**src/hdl/wmn_pkg.sv**
```systemverilog
// Package for the case-insensitive glob matcher: store size, derived widths,
// item codes and the ASCII lowering function. No dependencies.
package wmn_pkg;

  localparam int PATTERN_MAX = 32;
  localparam int POS_N = PATTERN_MAX + 1;
  localparam int LEN_W = $clog2(PATTERN_MAX + 1);
  localparam int IDX_W = (PATTERN_MAX > 1) ? $clog2(PATTERN_MAX) : 1;
  localparam int STEPS = (POS_N > 1) ? $clog2(POS_N) : 1;

  localparam logic [1:0] OP_CLEAR  = 2'd0;
  localparam logic [1:0] OP_APPEND = 2'd1;
  localparam logic [1:0] OP_STRING = 2'd2;
  localparam logic [1:0] OP_END    = 2'd3;

  localparam logic [7:0] STAR_BYTE = 8'h2A;
  localparam logic [7:0] ANY_BYTE  = 8'h3F;
  localparam logic [7:0] ZERO_BYTE = 8'h00;

  // Only 'A'..'Z' are changed.
  function automatic logic [7:0] lower_ascii(input logic [7:0] c);
    if (c >= 8'h41 && c <= 8'h5A) begin
      return c + 8'h20;
    end
    return c;
  endfunction

endpackage

```
**src/hdl/wildcard_match_nocase.sv**
```systemverilog
// Top level of the case-insensitive glob matcher: pattern store, active
// position set and result register. Depends on wmn_pkg.
//
//   channel  | handshake                  | payload
//   ---------+----------------------------+---------------------------
//   item     | item_valid / item_ready    | opcode, char_byte
//   result   | result_valid / result_ready| matched, pattern_overflow
//
// The star closure is a six-step prefix network and the position update one
// compare per entry, all between the position register and its next value.
// A result appears in the cycle after its end-of-string word is accepted.
// Reset (rst, synchronous) empties the pattern, clears the overflow flag
// and leaves only position zero active. item_ready drops only when a
// result is held and result_ready is low.
module wildcard_match_nocase
  import wmn_pkg::*;
(
  input  logic       clk,
  input  logic       rst,
  input  logic       item_valid,
  output logic       item_ready,
  input  logic [1:0] opcode,
  input  logic [7:0] char_byte,
  output logic       result_valid,
  input  logic       result_ready,
  output logic       matched,
  output logic       pattern_overflow
);

  // Pattern store holds lowered bytes plus per-entry star and any flags.
  logic [7:0]             pattern_store [PATTERN_MAX];
  logic [PATTERN_MAX-1:0] star_flags;
  logic [PATTERN_MAX-1:0] any_flags;
  logic [LEN_W-1:0]       pattern_length;
  logic                   overflow_flag;
  logic [POS_N-1:0]       active_positions;
  logic [POS_N-1:0]       active_next;
  logic [POS_N-1:0]       closed;
  logic [POS_N-1:0]       gen;
  logic [POS_N-1:0]       prop;
  logic [POS_N-1:0]       gen_step;
  logic [POS_N-1:0]       prop_step;
  logic [PATTERN_MAX-1:0] entry_used;
  logic [7:0]             lc;
  logic                   accept;
  logic [POS_N-1:0]       restart;

  assign item_ready = !result_valid || result_ready;
  assign accept     = item_valid && item_ready;
  assign lc         = lower_ascii(char_byte);
  assign restart    = POS_N'(1);

  always_comb begin
    for (int i = 0; i < PATTERN_MAX; i++) begin
      entry_used[i] = (LEN_W'(i) < pattern_length);
    end
  end

  // Star closure as a parallel prefix: a position is reached if some active
  // position below it is joined to it by a run of stored stars.
  always_comb begin
    int d;
    gen     = active_positions;
    prop    = '0;
    for (int i = 1; i < POS_N; i++) begin
      prop[i] = star_flags[i-1] && entry_used[i-1];
    end
    gen_step  = gen;
    prop_step = prop;
    for (int s = 0; s < STEPS; s++) begin
      d         = 1 << s;
      gen_step  = gen;
      prop_step = prop;
      for (int i = 0; i < POS_N; i++) begin
        if (i >= d) begin
          gen_step[i]  = gen[i] | (prop[i] & gen[i-d]);
          prop_step[i] = prop[i] & prop[i-d];
        end
      end
      gen  = gen_step;
      prop = prop_step;
    end
    closed = gen;
  end

  always_comb begin
    active_next = '0;
    for (int i = 0; i < PATTERN_MAX; i++) begin
      if (closed[i] && entry_used[i]) begin
        if (star_flags[i]) begin
          active_next[i] = 1'b1;
        end else if (any_flags[i] || pattern_store[i] == lc) begin
          active_next[i+1] = 1'b1;
        end
      end
    end
  end

  always_ff @(posedge clk) begin
    if (accept && opcode == OP_APPEND && char_byte != ZERO_BYTE &&
        pattern_length < LEN_W'(PATTERN_MAX)) begin
      pattern_store[pattern_length[IDX_W-1:0]] <= lower_ascii(char_byte);
      star_flags[pattern_length[IDX_W-1:0]]    <= (char_byte == STAR_BYTE);
      any_flags[pattern_length[IDX_W-1:0]]     <= (char_byte == ANY_BYTE);
    end
  end

  always_ff @(posedge clk) begin
    if (rst) begin
      pattern_length   <= '0;
      overflow_flag    <= 1'b0;
      active_positions <= restart;
      result_valid     <= 1'b0;
    end else begin
      if (result_valid && result_ready) begin
        result_valid <= 1'b0;
      end
      if (accept) begin
        case (opcode)
          OP_CLEAR: begin
            pattern_length   <= '0;
            overflow_flag    <= 1'b0;
            active_positions <= restart;
          end
          OP_APPEND: begin
            if (char_byte != ZERO_BYTE) begin
              if (pattern_length < LEN_W'(PATTERN_MAX)) begin
                pattern_length <= pattern_length + LEN_W'(1);
              end else begin
                overflow_flag <= 1'b1;
              end
              active_positions <= restart;
            end
          end
          OP_STRING: begin
            if (char_byte != ZERO_BYTE) begin
              active_positions <= active_next;
            end
          end
          default: begin
            result_valid     <= 1'b1;
            active_positions <= restart;
          end
        endcase
      end
    end
  end

  always_ff @(posedge clk) begin
    if (accept && opcode == OP_END) begin
      matched          <= closed[pattern_length];
      pattern_overflow <= overflow_flag;
    end
  end

endmodule

```
**config.mk**
```make
export PLATFORM = sky130hd
export DESIGN_NAME = wildcard_match_nocase
export DESIGN_NICKNAME = d
export VERILOG_FILES = /design/src/hdl/wmn_pkg.sv /design/src/hdl/wildcard_match_nocase.sv
export SDC_FILE = /design/constraint.sdc
export NUM_CORES = 1
export LEC_CHECK = 0
export BUFFER_PORTS_ARGS = -buffer_cell sky130_fd_sc_hd__buf_4
export CORE_MARGIN = 2
export CORE_UTILIZATION = 60
export CTS_CLUSTER_SIZE = 30
export DETAILED_ROUTE_END_ITERATION = 10
export HOLD_SLACK_MARGIN = 0.08
export PLACE_DENSITY = 0.76
export SLEW_MARGIN = 20
export SYNTH_ARGS = -nofsm -noshare
export SYNTH_HDL_FRONTEND = slang
export SYNTH_SLANG_ARGS = --single-unit
```
**constraint.sdc**
```tcl
create_clock -name clk -period 10.6 [get_ports clk]
set_clock_uncertainty 0.1 [all_clocks]
set_input_delay 0.53 -clock clk [delete_from_list [all_inputs] [get_ports clk]]
set_output_delay 0.53 -clock clk [all_outputs]
set_load 0.05 [all_outputs]
```
==> flow_metrics.env <==
export IMPL_die_area_um2=30000
export IMPL_vias=11613
export IMPL_grt_usage_pct=29.2
export IMPL_min_from="opcode[0]"
export IMPL_ys_ff_latch=363
export IMPL_worstSetupPathType="flip-flop to flip-flop"
export IMPL_num_rows=61
export IMPL_gp_congestion=0.990
export IMPL_viasPerCell=6.47
export IMPL_io_buffers=17
export IMPL_period_share_pct=45.5
export IMPL_insertion_delay_ns=0.54
export IMPL_holdCritPathClass="input port to flip-flop"
export IMPL_wl_met3_um=3340
export IMPL_status="finished clean"
export IMPL_whs_path_depth=3
export IMPL_die_h_um=173
export IMPL_die_w_um=173
export IMPL_synth_fp_nets=1387
export IMPL_fill_cells=2013
export IMPL_fin_util_pct=67.6
export IMPL_diodes=0
export IMPL_worst_r2r_cell_count=13
export IMPL_cts_buffer_depth=3
export IMPL_r2r_start="pattern_length[1]"
export IMPL_peakVddDrop_v=0.000170
export IMPL_firstDrtPassIters=7
export IMPL_grt_max_degree=50
export IMPL_tritoncts="done"
export IMPL_cts_setup_buffers=0
export IMPL_endpoint_kind="flip-flop"
export IMPL_start_util_pct=61.3
export IMPL_grt_pass1_wl_um=67700
export IMPL_fin_crit_ns=4.82
export IMPL_place_hpwl_um=28600
export IMPL_fin_nets=1408
export IMPL_synth_edf_count=322
export IMPL_async_flop_share_pct=0
export IMPL_grt_pass1_vias=11475
export IMPL_area_growth_pct=10.3
export IMPL_postCtsHoldBufs=0
export IMPL_wire_per_inst_um=24.3
export IMPL_highest_layer="met4"
export IMPL_finalHoldViolCount=0
export IMPL_max_freq_mhz=207
export IMPL_finalSetupViolCount=0
export IMPL_drc=0
export IMPL_whs_endpoint="result_valid"
export IMPL_io_pins=18
export IMPL_maxCapViolations=0
export IMPL_synth_cells=1367
export IMPL_ant_nets=0
export IMPL_leakagePower_uw=0.00609
export IMPL_cts_buffers=39
export IMPL_totalPowerFinal_uw=2950
export IMPL_cts_htree_levels=2
export IMPL_cp_arrival_ns=5.14
export IMPL_synth_cell_types=87
export IMPL_worst_pin_slew_ns=1.04
export IMPL_cts_resized=0
export IMPL_synth_ff_type="edfxtp_1"
export IMPL_cts_sinks=363
export IMPL_dr_first_iter_drc_count=1307
export IMPL_stdcell_count=1795
export IMPL_cts_root_buf="clkbuf_16"
export IMPL_grt_overflow=0
export IMPL_reg2reg_to="matched"
export IMPL_place_inst=1725
export IMPL_critPathLaunchType="flip-flop"
export IMPL_seq_area_frac_synth_pct=61.1
export IMPL_hold_worst_slack_ns=0.228
export IMPL_rsz0062_at_grt="false"
export IMPL_yosys_warnings=0
export IMPL_post_route_cells_drive_above_1_share_pct=9.67
export IMPL_wl_met2_um=20200
export IMPL_syn_cell_area_um2=17200
export IMPL_cp_max_fo=29
export IMPL_grt_antenna_before_repair=1
export IMPL_m1WireLength_um=18600
export IMPL_cts_clk_slew_worst_paths_ns=0.07
export IMPL_crit_required_ns=10.92
export IMPL_finalMaxSlewViolations=0
export IMPL_p_per_area_nw_per_um2=156
export IMPL_core_um2=28000
export IMPL_postSynthAreaPerCell_um2=12.6
export IMPL_slew_headroom_pct=29.8
export IMPL_r2r_setup_slack_ns=5.78
export IMPL_setup_tns_ns=0
export IMPL_wl_um=43600
-- area by class of cell --
type / count / area [um^2] / area share [%]
flip-flops and latches: 363 / 10500 / 55.4
multi-input cells: 919 / 6350 / 33.6
clock buffers: 46 / 1010 / 5.35
well taps: 378 / 473 / 2.50
repair buffers: 47 / 353 / 1.86
clock inverters: 24 / 183 / 0.965
inverters: 18 / 67.6 / 0.357
-- cells in the mapped netlist (all sizes together), types with 7 or more instances --
cell	instances	area, um^2
a2111oi	9	85.1
a211oi	9	72.6
a21o	11	82.6
a21oi	49	249
a22oi	18	135
a31oi	48	315
a41oi	8	85.1
and2	7	43.8
and3	14	87.6
buf	28	153
clkbuf	39	146
dfxtp	41	821
edfxtp	322	9670
inv	17	63.8
nand2	55	206
nand2b	7	46.3
nand3	54	270
nand4	8	50.1
nor2	91	342
nor2b	14	87.6
nor3	33	165
nor4	34	213
o21a	8	60.1
o21ai	53	269
o31ai	7	52.6
or3	10	62.6
or4	7	52.6
xnor2	128	1120
xor2	131	1150
-- cell usage in the layout, fill, tap and decap left out, types with 8 or more instances in the layout --
cell type and n:
a2111oi_0 8, a211oi_1 8, a21o_1 11, a21oi_1 48, a22oi_1 18, a31oi_1 47
and3_1 14, buf_4 47, clkbuf_16 39, clkinv_2 11, dfxtp_1 41, edfxtp_1 322
inv_1 15, nand2_1 55, nand3_1 54, nand4_1 8, nor2_1 89, nor2b_1 14
nor3_1 32, nor4_1 34, o21a_1 8, o21ai_0 40, o21ai_1 10, or3_1 10
xnor2_1 128, xor2_1 131
-- state kept, by name, summed over array words and instances, names as in the netlist --
name              count
result_valid          1
overflow_flag         1
star_flags           32
pattern_overflow      1
pattern_length        6
matched               1
any_flags            32
pattern_store       256
active_positions     33
-- how the worst max path moves through the flow --
stage                                 start      end  slack [ns]  cells past startpoint
final                     pattern_length[1]  matched        5.78                     13
after global placement    pattern_length[1]  matched        6.10                     13
after global routing      pattern_length[1]  matched        5.68                     13
after floorplan           pattern_length[1]  matched        6.83                     13
after CTS                 pattern_length[1]  matched        5.97                     13
after detailed placement  pattern_length[1]  matched        5.98                     13
-- through the flow --
step                area (um^2)  setup slack, ns
finish                    18900             5.78
global route              18900             5.68
CTS                       18900             5.97
detailed placement        17700             5.98
global placement          17700             6.10
floorplan                 17200             6.83
-- report_power, final --
part | internal [uW] | switching (uW) | total [uW]
sequential | 1550 | 1.24 | 1560
clock | 695 | 565 | 1260
combinational | 43.3 | 94.3 | 138
-- worst max-delay path, stage by stage (launching register included) --
cell and delay [ns]:
dfxtp_1 0.31, buf_4 0.32, clkinv_1 0.42, ha_1 0.47, nor2b_1 0.48, o21ai_1 0.19
nor3_1 0.32, a221o_1 0.37, nand2_1 0.15, a21oi_1 0.54, a21oi_1 0.27, or4_1 0.45
a41oi_1 0.16, or4_1 0.15
-- per-layer routing --
layer  global-route usage (%)  up-vias
li1                         -     5212
met1                     41.1     5741
met2                     46.4      539
met3                     4.82      121
met4                     10.2        0
met5                        0        -
-- cells by family after synthesis --
kind of cell | count (synthesis) | synth area share [%]
AO/OA/AOI/OAI | 295 | 12.3
flip-flops | 363 | 61.1
XOR/XNOR | 259 | 13.2
multiplexers | 4 | 0.379
AND/OR/NAND/NOR | 355 | 10.4
adder cells (fa/ha/maj) | 6 | 0.437
buffers and inverters | 85 | 2.14
No activity file was read; power rests on OpenSTA's default activity.
